### src/design/drp_pkg.sv
// ----------------------------------------------------------------------------
// drp_pkg: shared types and codes for the DMA ring read-pointer manager
// Command modes, configuration register indexes and the controller command
// bundle that drives the datapath.
// ----------------------------------------------------------------------------
`default_nettype none

package drp_pkg;

  // command modes
  localparam logic [2:0] MODE_SET_WR = 3'd0;
  localparam logic [2:0] MODE_PEEK   = 3'd1;
  localparam logic [2:0] MODE_SKIP   = 3'd2;
  localparam logic [2:0] MODE_READ   = 3'd3;
  localparam logic [2:0] MODE_CLEAR  = 3'd4;

  // configuration register indexes
  localparam int unsigned CFG_IDX_W = 4;
  localparam logic [CFG_IDX_W-1:0] CFG_RING_SIZE = 4'd0;
  localparam logic [CFG_IDX_W-1:0] CFG_MAX_LOAD  = 4'd1;

  // controller to datapath step strobes
  typedef struct packed {
    logic cap;     // latch item, form raw differences
    logic wrap;    // fold differences back into the ring
    logic commit;  // decide, update pointers, build segments
    logic free;    // compute free space
  } drp_cmd_t;

endpackage

`default_nettype wire

### src/design/drp_if.sv
// ----------------------------------------------------------------------------
// drp_if: valid/ready channels of the ring read-pointer manager
// Command channel, result channel and configuration write channel.
// ----------------------------------------------------------------------------
`default_nettype none

interface drp_cmd_if #(parameter int unsigned OFFSET_BITS = 24);
  logic                   valid;
  logic                   ready;
  logic [2:0]             mode;
  logic [OFFSET_BITS-1:0] new_write_offset;
  logic [OFFSET_BITS-1:0] byte_count;

  modport source (output valid, mode, new_write_offset, byte_count, input ready);
  modport sink   (input valid, mode, new_write_offset, byte_count, output ready);
endinterface

interface drp_res_if #(parameter int unsigned OFFSET_BITS = 24);
  logic                   valid;
  logic                   ready;
  logic                   status;
  logic [OFFSET_BITS-1:0] first_segment_offset;
  logic [OFFSET_BITS-1:0] first_segment_length;
  logic [OFFSET_BITS-1:0] second_segment_length;
  logic [OFFSET_BITS-1:0] current_read_offset;
  logic [OFFSET_BITS-1:0] current_load;
  logic [OFFSET_BITS-1:0] current_free;

  modport source (output valid, status, first_segment_offset, first_segment_length,
                  second_segment_length, current_read_offset, current_load,
                  current_free, input ready);
  modport sink   (input valid, status, first_segment_offset, first_segment_length,
                  second_segment_length, current_read_offset, current_load,
                  current_free, output ready);
endinterface

interface drp_cfg_if #(parameter int unsigned OFFSET_BITS = 24);
  import drp_pkg::*;
  logic                 valid;
  logic                 ready;
  logic [CFG_IDX_W-1:0] index;
  logic [OFFSET_BITS:0] data;

  modport source (output valid, index, data, input ready);
  modport sink   (input valid, index, data, output ready);
endinterface

`default_nettype wire

### src/design/drp_ctrl.sv
// ----------------------------------------------------------------------------
// drp_ctrl: command sequencer
// Takes one item, steps the datapath through its phases and holds the
// result until the sink takes it.
// ----------------------------------------------------------------------------
`default_nettype none

module drp_ctrl
  import drp_pkg::*;
(
  input  wire logic clk,
  input  wire logic rst_n,
  input  wire logic in_valid,
  output logic      in_ready,
  output logic      out_valid,
  input  wire logic out_ready,
  output drp_cmd_t  cmd
);

  localparam logic [2:0] ST_IDLE   = 3'd0;
  localparam logic [2:0] ST_WRAP   = 3'd1;
  localparam logic [2:0] ST_COMMIT = 3'd2;
  localparam logic [2:0] ST_FREE   = 3'd3;
  localparam logic [2:0] ST_OUT    = 3'd4;

  logic [2:0] state_r, state_nxt;

  // next state
  always_comb begin
    state_nxt = state_r;
    case (state_r)
      ST_IDLE:   if (in_valid) state_nxt = ST_WRAP;
      ST_WRAP:   state_nxt = ST_COMMIT;
      ST_COMMIT: state_nxt = ST_FREE;
      ST_FREE:   state_nxt = ST_OUT;
      ST_OUT:    if (out_ready) state_nxt = ST_IDLE;
      default:   state_nxt = ST_IDLE;
    endcase
  end

  always_ff @(posedge clk) begin
    if (!rst_n) begin
      state_r <= ST_IDLE;
    end else begin
      state_r <= state_nxt;
    end
  end

  // handshake and step strobes
  assign in_ready   = (state_r == ST_IDLE);
  assign out_valid  = (state_r == ST_OUT);
  assign cmd.cap    = in_ready && in_valid;
  assign cmd.wrap   = (state_r == ST_WRAP);
  assign cmd.commit = (state_r == ST_COMMIT);
  assign cmd.free   = (state_r == ST_FREE);

endmodule

`default_nettype wire

### src/design/drp_dp.sv
// ----------------------------------------------------------------------------
// drp_dp: ring pointer datapath
// Holds ring size, max load and the two offsets; computes load, copy
// segments and free space one phase per controller strobe.
// ----------------------------------------------------------------------------
`default_nettype none

module drp_dp
  import drp_pkg::*;
#(
  parameter int unsigned OFFSET_BITS = 24
) (
  input  wire logic                   clk,
  input  wire logic                   rst_n,
  input  wire drp_cmd_t               cmd,
  input  wire logic                   cfg_we,
  input  wire logic [CFG_IDX_W-1:0]   cfg_index,
  input  wire logic [OFFSET_BITS:0]   cfg_data,
  input  wire logic [2:0]             mode,
  input  wire logic [OFFSET_BITS-1:0] new_write_offset,
  input  wire logic [OFFSET_BITS-1:0] byte_count,
  output logic                        status,
  output logic [OFFSET_BITS-1:0]      first_segment_offset,
  output logic [OFFSET_BITS-1:0]      first_segment_length,
  output logic [OFFSET_BITS-1:0]      second_segment_length,
  output logic [OFFSET_BITS-1:0]      current_read_offset,
  output logic [OFFSET_BITS-1:0]      current_load,
  output logic [OFFSET_BITS-1:0]      current_free
);

  localparam int unsigned OB = OFFSET_BITS;
  localparam int unsigned SW = OFFSET_BITS + 1;

  // configuration and pointers
  logic [SW-1:0] ring_size_r;
  logic [OB-1:0] max_load_r;
  logic [OB-1:0] rp_r, rp_nxt;
  logic [OB-1:0] wp_r, wp_nxt;

  // captured item
  logic [2:0]    mode_r;
  logic [OB-1:0] wofs_r;
  logic [OB-1:0] len_r;
  logic          cfg_ok_r;
  logic          wofs_lt_r;

  // intermediate results
  logic [SW-1:0] dcur_r;     // wp - rp, unfolded
  logic [SW-1:0] dnew_r;     // new wp - rp, unfolded
  logic [SW-1:0] to_end_r;   // ring_size - rp
  logic [SW-1:0] np_r;       // rp + len, unfolded
  logic [OB-1:0] load_r;
  logic [OB-1:0] dist_new_r;
  logic [OB-1:0] np_w_r;

  // result registers
  logic          status_r, status_nxt;
  logic [OB-1:0] seg_ofs_r, seg_ofs_nxt;
  logic [OB-1:0] seg1_r, seg1_nxt;
  logic [OB-1:0] seg2_r, seg2_nxt;
  logic [OB-1:0] load_fin_r, load_fin_nxt;
  logic [OB-1:0] free_r;

  logic          cfg_hit;
  logic [SW-1:0] dcur_fold, dnew_fold;

  assign cfg_hit = cfg_we && ((cfg_index == CFG_RING_SIZE) || (cfg_index == CFG_MAX_LOAD));

  // configuration registers
  always_ff @(posedge clk) begin
    if (!rst_n) begin
      ring_size_r <= '0;
      max_load_r  <= '0;
    end else if (cfg_we) begin
      if (cfg_index == CFG_RING_SIZE) ring_size_r <= cfg_data;
      if (cfg_index == CFG_MAX_LOAD)  max_load_r  <= cfg_data[OB-1:0];
    end
  end

  // capture: latch item and form raw differences
  always_ff @(posedge clk) begin
    if (cmd.cap) begin
      mode_r    <= mode;
      wofs_r    <= new_write_offset;
      len_r     <= byte_count;
      cfg_ok_r  <= (ring_size_r != '0) && (max_load_r != '0) &&
                   ({1'b0, max_load_r} < ring_size_r);
      wofs_lt_r <= ({1'b0, new_write_offset} < ring_size_r);
      dcur_r    <= {1'b0, wp_r} - {1'b0, rp_r};
      dnew_r    <= {1'b0, new_write_offset} - {1'b0, rp_r};
      to_end_r  <= ring_size_r - {1'b0, rp_r};
      np_r      <= {1'b0, rp_r} + {1'b0, byte_count};
    end
  end

  // wrap: a borrow means the span crosses the ring end
  assign dcur_fold = dcur_r[SW-1] ? (dcur_r + ring_size_r) : dcur_r;
  assign dnew_fold = dnew_r[SW-1] ? (dnew_r + ring_size_r) : dnew_r;

  always_ff @(posedge clk) begin
    if (cmd.wrap) begin
      load_r     <= dcur_fold[OB-1:0];
      dist_new_r <= dnew_fold[OB-1:0];
      np_w_r     <= (np_r >= ring_size_r) ? OB'(np_r - ring_size_r) : np_r[OB-1:0];
    end
  end

  // commit: accept or refuse, move pointers, split the copy at the wrap
  always_comb begin
    rp_nxt       = rp_r;
    wp_nxt       = wp_r;
    status_nxt   = 1'b1;
    seg_ofs_nxt  = '0;
    seg1_nxt     = '0;
    seg2_nxt     = '0;
    load_fin_nxt = cfg_ok_r ? load_r : '0;
    if (mode_r == MODE_CLEAR) begin
      rp_nxt       = wp_r;
      status_nxt   = 1'b0;
      load_fin_nxt = '0;
    end else if (cfg_ok_r && (mode_r == MODE_SET_WR)) begin
      if (wofs_lt_r && (dist_new_r <= max_load_r)) begin
        wp_nxt       = wofs_r;
        status_nxt   = 1'b0;
        load_fin_nxt = dist_new_r;
      end
    end else if (cfg_ok_r && (mode_r inside {MODE_PEEK, MODE_SKIP, MODE_READ})) begin
      if (len_r <= load_r) begin
        status_nxt = 1'b0;
        if (mode_r != MODE_SKIP) begin
          seg_ofs_nxt = rp_r;
          if ({1'b0, len_r} <= to_end_r) begin
            seg1_nxt = len_r;
          end else begin
            seg1_nxt = to_end_r[OB-1:0];
            seg2_nxt = len_r - to_end_r[OB-1:0];
          end
        end
        if (mode_r != MODE_PEEK) begin
          rp_nxt       = np_w_r;
          load_fin_nxt = load_r - len_r;
        end
      end
    end
  end

  // pointers: cleared by reset and by any write to ring size or max load
  always_ff @(posedge clk) begin
    if (!rst_n) begin
      rp_r <= '0;
      wp_r <= '0;
    end else if (cfg_hit) begin
      rp_r <= '0;
      wp_r <= '0;
    end else if (cmd.commit) begin
      rp_r <= rp_nxt;
      wp_r <= wp_nxt;
    end
  end

  always_ff @(posedge clk) begin
    if (cmd.commit) begin
      status_r   <= status_nxt;
      seg_ofs_r  <= seg_ofs_nxt;
      seg1_r     <= seg1_nxt;
      seg2_r     <= seg2_nxt;
      load_fin_r <= load_fin_nxt;
    end
  end

  // free space
  always_ff @(posedge clk) begin
    if (cmd.free) begin
      free_r <= (cfg_ok_r && (load_fin_r < max_load_r)) ? (max_load_r - load_fin_r) : '0;
    end
  end

  assign status                = status_r;
  assign first_segment_offset  = seg_ofs_r;
  assign first_segment_length  = seg1_r;
  assign second_segment_length = seg2_r;
  assign current_read_offset   = rp_r;
  assign current_load          = load_fin_r;
  assign current_free          = free_r;

endmodule

`default_nettype wire

### src/design/dma_ring_read_pointer_manager_core.sv
// ----------------------------------------------------------------------------
// dma_ring_read_pointer_manager_core: DMA ring read-pointer manager
// Keeps read and write offsets of a ring with a reserve and reports the copy
// segments, load and free space for every command.
// ----------------------------------------------------------------------------
// One command at a time: the item is taken in the cycle it is offered while
// idle, and the controller steps the datapath through capture, wrap fold,
// commit and free-space phases before presenting the result. A new command
// is accepted only after the result has been taken.
// Each command returns exactly one result; status 1 means refused with the
// pointers unchanged. Configuration writes are always ready and take effect in
// the next cycle; those to ring_size or max_load return both offsets to zero;
// they belong between commands. Until ring_size is nonzero and max_load lies
// in 1..ring_size-1, every command but clear is refused and load and free read zero.
`default_nettype none

module dma_ring_read_pointer_manager_core
  import drp_pkg::*;
#(
  parameter int unsigned OFFSET_BITS = 24
) (
  input wire logic clk,
  input wire logic rst_n,
  drp_cmd_if.sink  in_ch,
  drp_res_if.source out_ch,
  drp_cfg_if.sink  cfg_ch
);

  drp_cmd_t cmd;

  assign cfg_ch.ready = 1'b1;

  drp_ctrl u_ctrl (
    .clk       (clk),
    .rst_n     (rst_n),
    .in_valid  (in_ch.valid),
    .in_ready  (in_ch.ready),
    .out_valid (out_ch.valid),
    .out_ready (out_ch.ready),
    .cmd       (cmd)
  );

  drp_dp #(
    .OFFSET_BITS (OFFSET_BITS)
  ) u_dp (
    .clk                   (clk),
    .rst_n                 (rst_n),
    .cmd                   (cmd),
    .cfg_we                (cfg_ch.valid && cfg_ch.ready),
    .cfg_index             (cfg_ch.index),
    .cfg_data              (cfg_ch.data),
    .mode                  (in_ch.mode),
    .new_write_offset      (in_ch.new_write_offset),
    .byte_count            (in_ch.byte_count),
    .status                (out_ch.status),
    .first_segment_offset  (out_ch.first_segment_offset),
    .first_segment_length  (out_ch.first_segment_length),
    .second_segment_length (out_ch.second_segment_length),
    .current_read_offset   (out_ch.current_read_offset),
    .current_load          (out_ch.current_load),
    .current_free          (out_ch.current_free)
  );

  // only one item in flight
  a_busy_after_accept: assert property (@(posedge clk) disable iff (!rst_n)
    (in_ch.valid && in_ch.ready) |=> !in_ch.ready)
    else $error("item accepted while another is in flight");

  a_no_accept_with_result: assert property (@(posedge clk) disable iff (!rst_n)
    out_ch.valid |-> !in_ch.ready)
    else $error("input ready while a result is pending");

  a_idle_after_delivery: assert property (@(posedge clk) disable iff (!rst_n)
    (out_ch.valid && out_ch.ready) |=> (in_ch.ready && !out_ch.valid))
    else $error("controller not idle after result taken");

  // a refused command carries no copy
  a_refused_no_copy: assert property (@(posedge clk) disable iff (!rst_n)
    (out_ch.valid && out_ch.status) |->
      ((out_ch.first_segment_offset == '0) && (out_ch.first_segment_length == '0) &&
       (out_ch.second_segment_length == '0)))
    else $error("refused command reports a copy segment");

endmodule

`default_nettype wire
### src/flat_wrapper.sv
// flat-port wrapper written by rule: the top's interface ports become plain ports
module dma_ring_read_pointer_manager_core_flat import drp_pkg::*;
#(
  parameter int unsigned OFFSET_BITS = 24
)
  (clk, rst_n, in_ch_valid, in_ch_mode, in_ch_new_write_offset, in_ch_byte_count, in_ch_ready, out_ch_valid, out_ch_status, out_ch_first_segment_offset, out_ch_first_segment_length, out_ch_second_segment_length, out_ch_current_read_offset, out_ch_current_load, out_ch_current_free, out_ch_ready, cfg_ch_valid, cfg_ch_index, cfg_ch_data, cfg_ch_ready);
  drp_cmd_if #(.OFFSET_BITS(OFFSET_BITS)) in_ch_i ();
  drp_res_if #(.OFFSET_BITS(OFFSET_BITS)) out_ch_i ();
  drp_cfg_if #(.OFFSET_BITS(OFFSET_BITS)) cfg_ch_i ();
  input wire logic clk;
  input wire logic rst_n;
  input wire logic [$bits(in_ch_i.valid)-1:0] in_ch_valid;
  input wire logic [$bits(in_ch_i.mode)-1:0] in_ch_mode;
  input wire logic [$bits(in_ch_i.new_write_offset)-1:0] in_ch_new_write_offset;
  input wire logic [$bits(in_ch_i.byte_count)-1:0] in_ch_byte_count;
  output wire logic [$bits(in_ch_i.ready)-1:0] in_ch_ready;
  output wire logic [$bits(out_ch_i.valid)-1:0] out_ch_valid;
  output wire logic [$bits(out_ch_i.status)-1:0] out_ch_status;
  output wire logic [$bits(out_ch_i.first_segment_offset)-1:0] out_ch_first_segment_offset;
  output wire logic [$bits(out_ch_i.first_segment_length)-1:0] out_ch_first_segment_length;
  output wire logic [$bits(out_ch_i.second_segment_length)-1:0] out_ch_second_segment_length;
  output wire logic [$bits(out_ch_i.current_read_offset)-1:0] out_ch_current_read_offset;
  output wire logic [$bits(out_ch_i.current_load)-1:0] out_ch_current_load;
  output wire logic [$bits(out_ch_i.current_free)-1:0] out_ch_current_free;
  input wire logic [$bits(out_ch_i.ready)-1:0] out_ch_ready;
  input wire logic [$bits(cfg_ch_i.valid)-1:0] cfg_ch_valid;
  input wire logic [$bits(cfg_ch_i.index)-1:0] cfg_ch_index;
  input wire logic [$bits(cfg_ch_i.data)-1:0] cfg_ch_data;
  output wire logic [$bits(cfg_ch_i.ready)-1:0] cfg_ch_ready;
  assign in_ch_i.valid = in_ch_valid;
  assign in_ch_i.mode = in_ch_mode;
  assign in_ch_i.new_write_offset = in_ch_new_write_offset;
  assign in_ch_i.byte_count = in_ch_byte_count;
  assign in_ch_ready = in_ch_i.ready;
  assign out_ch_valid = out_ch_i.valid;
  assign out_ch_status = out_ch_i.status;
  assign out_ch_first_segment_offset = out_ch_i.first_segment_offset;
  assign out_ch_first_segment_length = out_ch_i.first_segment_length;
  assign out_ch_second_segment_length = out_ch_i.second_segment_length;
  assign out_ch_current_read_offset = out_ch_i.current_read_offset;
  assign out_ch_current_load = out_ch_i.current_load;
  assign out_ch_current_free = out_ch_i.current_free;
  assign out_ch_i.ready = out_ch_ready;
  assign cfg_ch_i.valid = cfg_ch_valid;
  assign cfg_ch_i.index = cfg_ch_index;
  assign cfg_ch_i.data = cfg_ch_data;
  assign cfg_ch_ready = cfg_ch_i.ready;
  dma_ring_read_pointer_manager_core #(.OFFSET_BITS(OFFSET_BITS)) u_core (.clk(clk), .rst_n(rst_n), .in_ch(in_ch_i), .out_ch(out_ch_i), .cfg_ch(cfg_ch_i));
endmodule
### config.mk
export PLATFORM = sky130hd
export DESIGN_NAME = dma_ring_read_pointer_manager_core_flat
export DESIGN_NICKNAME = d
export VERILOG_FILES = /design/src/design/drp_pkg.sv /design/src/design/drp_if.sv /design/src/design/drp_ctrl.sv /design/src/design/drp_dp.sv /design/src/design/dma_ring_read_pointer_manager_core.sv /design/src/flat_wrapper.sv
export SDC_FILE = /design/constraint.sdc
export NUM_CORES = 1
export LEC_CHECK = 0
export BUFFER_PORTS_ARGS = -buffer_cell sky130_fd_sc_hd__buf_2
export CAP_MARGIN = 40
export CORE_MARGIN = 5
export CORE_UTILIZATION = 40
export DETAILED_ROUTE_END_ITERATION = 8
export MAX_ROUTING_LAYER = met4
export SETUP_SLACK_MARGIN = 0.4
export SYNTH_ARGS = -nofsm -noshare
export SYNTH_HDL_FRONTEND = slang
export SYNTH_SLANG_ARGS = --single-unit
### constraint.sdc
create_clock -name clk -period 11.4 [get_ports clk]
set_clock_uncertainty 0.2 [all_clocks]
set_input_delay 0.57 -clock clk [delete_from_list [all_inputs] [get_ports clk]]
set_output_delay 0.57 -clock clk [all_outputs]
set_load 0.05 [all_outputs]
* Word-level counts from Yosys, hierarchy flattened
Index checks and enable logic that the tools add are counted.
W data, S select, Z words.
** Word-level totals
- Register bits :: 446
- Input port bits :: 85
- Logic and storage cells :: 107
** Operators by class
- $add $sub $neg :: 10
- Order comparisons :: 7
- Eq/ne operators :: 14
- Muxes and demuxes :: 22
- Bitwise logic cells :: 5
- Reductions and logical operators :: 26
** Operators with widths (number)
- $mux W24 :: 15
- $sub A24 B24 Y24 :: 4
- $lt A24 B25 Y1 :: 2
- $sub A24 B24 Y25 :: 2
- $add A24 B24 Y24 :: 2
- $le A24 B24 Y1 :: 2
- $add A24 B24 Y25 :: 1
- $ge A25 B25 Y1 :: 1
- $le A24 B25 Y1 :: 1
- $reduce_bool A25 Y1 :: 1
- $sub A25 B24 Y25 :: 1
- $lt A24 B24 Y1 :: 1
- $reduce_bool A24 Y1 :: 1
- $pmux W3 S5 :: 1
- $eq A3 B2 Y1 const B :: 4
- $logic_and A1 B1 Y1 :: 8
- $eq A3 B1 Y1 const B :: 2
- $eq A3 B3 Y1 const B :: 2
- $logic_not A3 Y1 :: 2
- $mux W3 :: 2
- $reduce_and A2 Y1 :: 3
- $reduce_bool A2 Y1 :: 3
- $reduce_or A6 Y1 :: 1
- $not A1 Y1 :: 5
- 13 further kinds :: 17

* Longest topological paths before layout
- Depth after elaboration :: 6
- Depth in mapped cells :: 15

* Hierarchy
A second synthesis with hierarchy kept.
** Unflattened totals
- Cells, all modules :: 2993
- Area total of the unflattened synthesis :: 29739.8 um^2
** Modules (own cells, without submodules)
- drp_dp :: instances 1, cells each 2975, area each 29572.1 um^2, seq. area each 12331.8 um^2
- drp_ctrl :: instances 1, cells each 16, area each 156.4 um^2, seq. area each 60.1 um^2
- dma_ring_read_pointer_manager_core :: instances 1, cells each 2, area each 11.3 um^2, seq. area each 0.0 um^2

* Least setup slack after synthesis
OpenSTA, ideal clock, no wires.
- Kind :: reg2reg
- Start point :: register u_core.u_ctrl.state_r[0]
- End point :: register u_core.u_dp.dist_new_r[0], enable pin
- Data arrival time :: 5.698 ns
- Path slack :: 4.896 ns
- Stages on the path, launching flop included :: 2
- Path buffers :: 0
- Clock period less this slack :: 6.504 ns
- Path through :: dfxtp_1 > nor3b_1
** On the way
- Word-level cells in the longest chain between the ends :: 1
** Ends and longest elaborated chain
- start, declared :: RTL line drp_ctrl.sv:26 : logic [2:0] state_r, state_nxt;
- start signal, assigned :: RTL line drp_ctrl.sv:45 : state_r <= state_nxt;
- $eq A3 B1 Y1 :: RTL line drp_ctrl.sv:53 : assign cmd.wrap = (state_r == ST_WRAP);
- end signal, assigned :: RTL line drp_dp.sv:103 : dist_new_r <= dnew_fold[OB-1:0];
- end, declared :: RTL line drp_dp.sv:53 : logic [OB-1:0] dist_new_r;
No other way between the ends.
A chain may end at the register's enable or synchronous reset.

* Final worst setup path
- Start point :: register u_core.u_dp.ring_size_r[1]
- End point :: register u_core.u_dp.np_w_r[8], data pin
** On the way
- Word-level cells in the longest chain between the ends :: 2
- Elaborated cells on any way between the ends :: 3
- Classes of those cells :: add/sub (1); order compare (1); mux (1)
** Ends and longest elaborated chain
- start, declared :: RTL line drp_dp.sv:35 : logic [SW-1:0] ring_size_r;
- start signal, assigned :: RTL line drp_dp.sv:75 : if (cfg_index == CFG_RING_SIZE) ring_size_r <= cfg_data;
- $sub A24 B24 Y24 or $ge A25 B25 Y1 (tied branches) :: RTL line drp_dp.sv:104 : np_w_r <= (np_r >= ring_size_r) ? OB'(np_r - ring_size_r) : np_r[OB-1:0];
- $mux W24 (*) :: RTL line drp_dp.sv:104
- end signal, assigned :: RTL line drp_dp.sv:104
- end, declared :: RTL line drp_dp.sv:54 : logic [OB-1:0] np_w_r;
Mark *: on every way between the ends. The rest lies on a longest branch, timed or not.

==> results.tsv <==
metric	value	unit
synth_top_family_by_area	compound AO/OA/AOI/OAI gates	
cp.required	11.57	ns
synth_cell_type_count	85	
start_kind	register	
grt_pass1_vias	23800	
coreArea	74450	um^2
rsz0062_at_grt	no	
worstReg2RegEnd	u_core.u_dp.np_w_r[8]	
async_flop_share	0	%
yosys-mux-area-fraction	4.055	%
pre_cts_ws	7.168	ns
cp_max_fo	23	
die_w	284.0	um
synth_most_common_cell	edfxtp_1	
p_per_area	152.4	nW/um^2
worst_setup_path_end_kind	register	
port_buffers	231	
clk_pin_slew	0.07	ns
p_leak	14.05	nW
gr-usage-all-layers	25.57	%
cts_resized	0	
initial_utilization	40.33	%
max_stage_delay	0.70	ns
yosys.area.top_type	edfxtp_1	
wl_per_cell	24.13	um
vias	24630	
yosysWarnings	0	
r2r-start	u_core.u_dp.ring_size_r[1]	
htreeDepth	2	
nNetsFinal	3699	
fin_crit_sh	37.32	%
r2r_cells	12	
drtIter0Drc	1875	
fmax	235.1	MHz
cts_hold_buf	26	
synthFlopType	edfxtp_1	
drt-vias-per-instance	5.719	
worst_slack	7.146	ns
cp.depth	12	
crit_chain	inv_1 -> ha_1 -> nor2b_1 -> o21ai_1 -> a21boi_1 -> o21ai_1 -> a21oi_2 -> a221o_1 -> a21oi_1 -> o21a_1 -> buf_4 -> mux2_2	
area_growth	14.53	%
clock_latency	0.62	ns
min_path_type	in2reg	
clock_sinks	446	
antenna_found_initial	2	
postSynthCellCount	3045	
synth_top_area_share	34.60	%
dp_hpwl	82520	um
critical_path_class	reg2reg	
gp_congestion	0.9713	
die_y	284.0	um
synth_compound_area_share	18.21	%
grt_max_degree	63	
syn_area	30030	um^2
cts-root-buf	clkbuf_16	
maxCapViolCount	0	
status	finished, final reports clean	
min_period	4.254	ns
grt-ovfl-total	0	
worst_pin_slew	0.9124	ns
path_common_cell	o21ai_1	
synth-seq-cells	446	
hold_viol	0	
setup_tns	0	ns
slowest_stage	dfxtp_1	
syn_nets	3449	
setup_violations	0	
drt_pre_antenna_iters	6	
cts_tree	yes	
drc	0	
synthSimpleGateAreaFrac	13.51	%
cts_inserted_buffers	51	
postCtsSetupBuffers	0	
regToRegSetupSlack	7.15	ns
grt_pass1_wl	153400	um
synthTopCellsByCount	edfxtp_1, ha_1, nand2_1, a21oi_1, nor2_1	
slew_headroom	39.17	%
place_inst	4185	
vdd_drop_max	113.9	uV
cp-startpoint	u_core.u_dp.ring_size_r[1]	
critPathTopFamily	compound AO/OA/AOI/OAI gates	
drive_gt1_share	13.63	%
crit_end	u_core.u_dp.np_w_r[8]	
wl	103900	um
synth_fa_ha_area_share	13.54	%
ios	233	
diodes	0	
rows	100	
synth-edff-count	346	
synth_area_leaders	edfxtp_1, ha_1, dfxtp_1	
path_buf_inv	2	
synth-seq-area-share	41.27	%
cp.arrival	4.42	ns
synthXorXnorAreaFrac	5.280	%
detail-route-antenna-nets	0	
postSynthAreaPerCell	9.861	um^2
layout.cells.non_filler	4307	
clk_path_buf_depth	3	
die-area	80640	um^2
fin_area	34390	um^2
dpl_cell_area	32300	um^2
slew_viol_final	0	
cell usage in the layout (no fill, tap or decap), types with 12 or more instances in the layout:
| cell type | instances |
|---|---|
| o21bai_1 | 24 |
| nand2_1 | 266 |
| a211oi_1 | 94 |
| buf_2 | 231 |
| nand2b_1 | 40 |
| a31oi_1 | 25 |
| and3_1 | 35 |
| and2_1 | 44 |
| a21boi_0 | 61 |
| nor2b_1 | 38 |
| dlygate4sd3_1 | 26 |
| clkbuf_16 | 54 |
| nor2_1 | 223 |
| a21o_1 | 97 |
| nor3_1 | 40 |
| inv_1 | 215 |
| nand4_1 | 29 |
| buf_4 | 24 |
| nand3_1 | 54 |
| a311oi_1 | 12 |
| a21oi_1 | 235 |
| edfxtp_1 | 346 |
| nor4_1 | 21 |
| o21a_1 | 33 |
| xor2_1 | 56 |
| mux2i_1 | 53 |
| xnor2_1 | 125 |
| ha_1 | 309 |
| o21ai_0 | 127 |
| dfxtp_1 | 100 |
| mux2_2 | 61 |
logic make-up after synthesis:
group / Yosys count
multiplexers: 114
other: 1
XOR/XNOR: 181
AND/OR/NAND/NOR: 851
flip-flops: 446
buffers and inverters: 304
AO/OA/AOI/OAI: 829
adder cells (fa/ha/maj): 319
flip-flops by register name, indices dropped and copies added, names as in the netlist, 25 cells and up:
signal                   cells
u_core.u_dp.ring_size_r     25
u_core.u_dp.dcur_r          25
u_core.u_dp.np_r            25
u_core.u_dp.dnew_r          25
u_core.u_dp.to_end_r        25
worst min-delay path by stage:
stage | start | to | slack (ns) | depth (start not counted)
2_1_floorplan | u_core.u_dp.wp_r[0] | u_core.u_dp.wp_r[0] | 0.25 | 2
3_3_place_gp | u_core.u_dp.wp_r[12] | u_core.u_dp.wp_r[12] | 0.27 | 2
3_5_place_dp | u_core.u_dp.wp_r[3] | u_core.u_dp.wp_r[3] | 0.27 | 2
4_1_cts | in_ch_new_write_offset[1] | u_core.u_dp.wofs_r[1] | 0.0004 | 1
5_1_grt | in_ch_new_write_offset[1] | u_core.u_dp.wofs_r[1] | 0.003 | 1
6_report | in_ch_byte_count[18] | u_core.u_dp.len_r[18] | 0.02 | 1
power breakdown:
part           internal (W)  switching, W  leakage, nW
combinational      0.000517      0.000859         9.07
sequential          0.00195      0.000119         4.08
clock               0.00108      0.000720        0.896
total               0.00354       0.00170         14.1
stage by stage:
stage	utilization (%)	power, W	hold WS (ns)
floorplan	-	0.003019	0.2490
global placement	43.25	0.003452	0.2697
detailed placement	43.38	0.003455	0.2725
CTS	46.19	0.005263	0.0003653
global route	46.19	0.005461	0.002915
finish	46.19	0.005242	0.02126
final cells by class:
| type | instances | area [um^2] |
|---|---|---|
| Inverter | 216 | 813.3 |
| Tap cell | 969 | 1212 |
| Clock buffer | 65 | 1433 |
| Timing Repair Buffer | 285 | 1699 |
| Sequential cell | 446 | 12390 |
| Clock inverter | 31 | 397.9 |
| Multi-Input combinational cell | 2295 | 16440 |
| Fill cell | 7082 | 40060 |
layer usage:
metal / vias to the layer above / track usage [%] / routed length (um)
met5: - / - / 0
met4: 0 / 7.538 / 3482
met3: 172 / 2.876 / 5287
met2: 794 / 41.67 / 49060
met1: 11960 / 33.88 / 46110
li1: 11710 / - / -
Power figures use the tool's default switching activity.
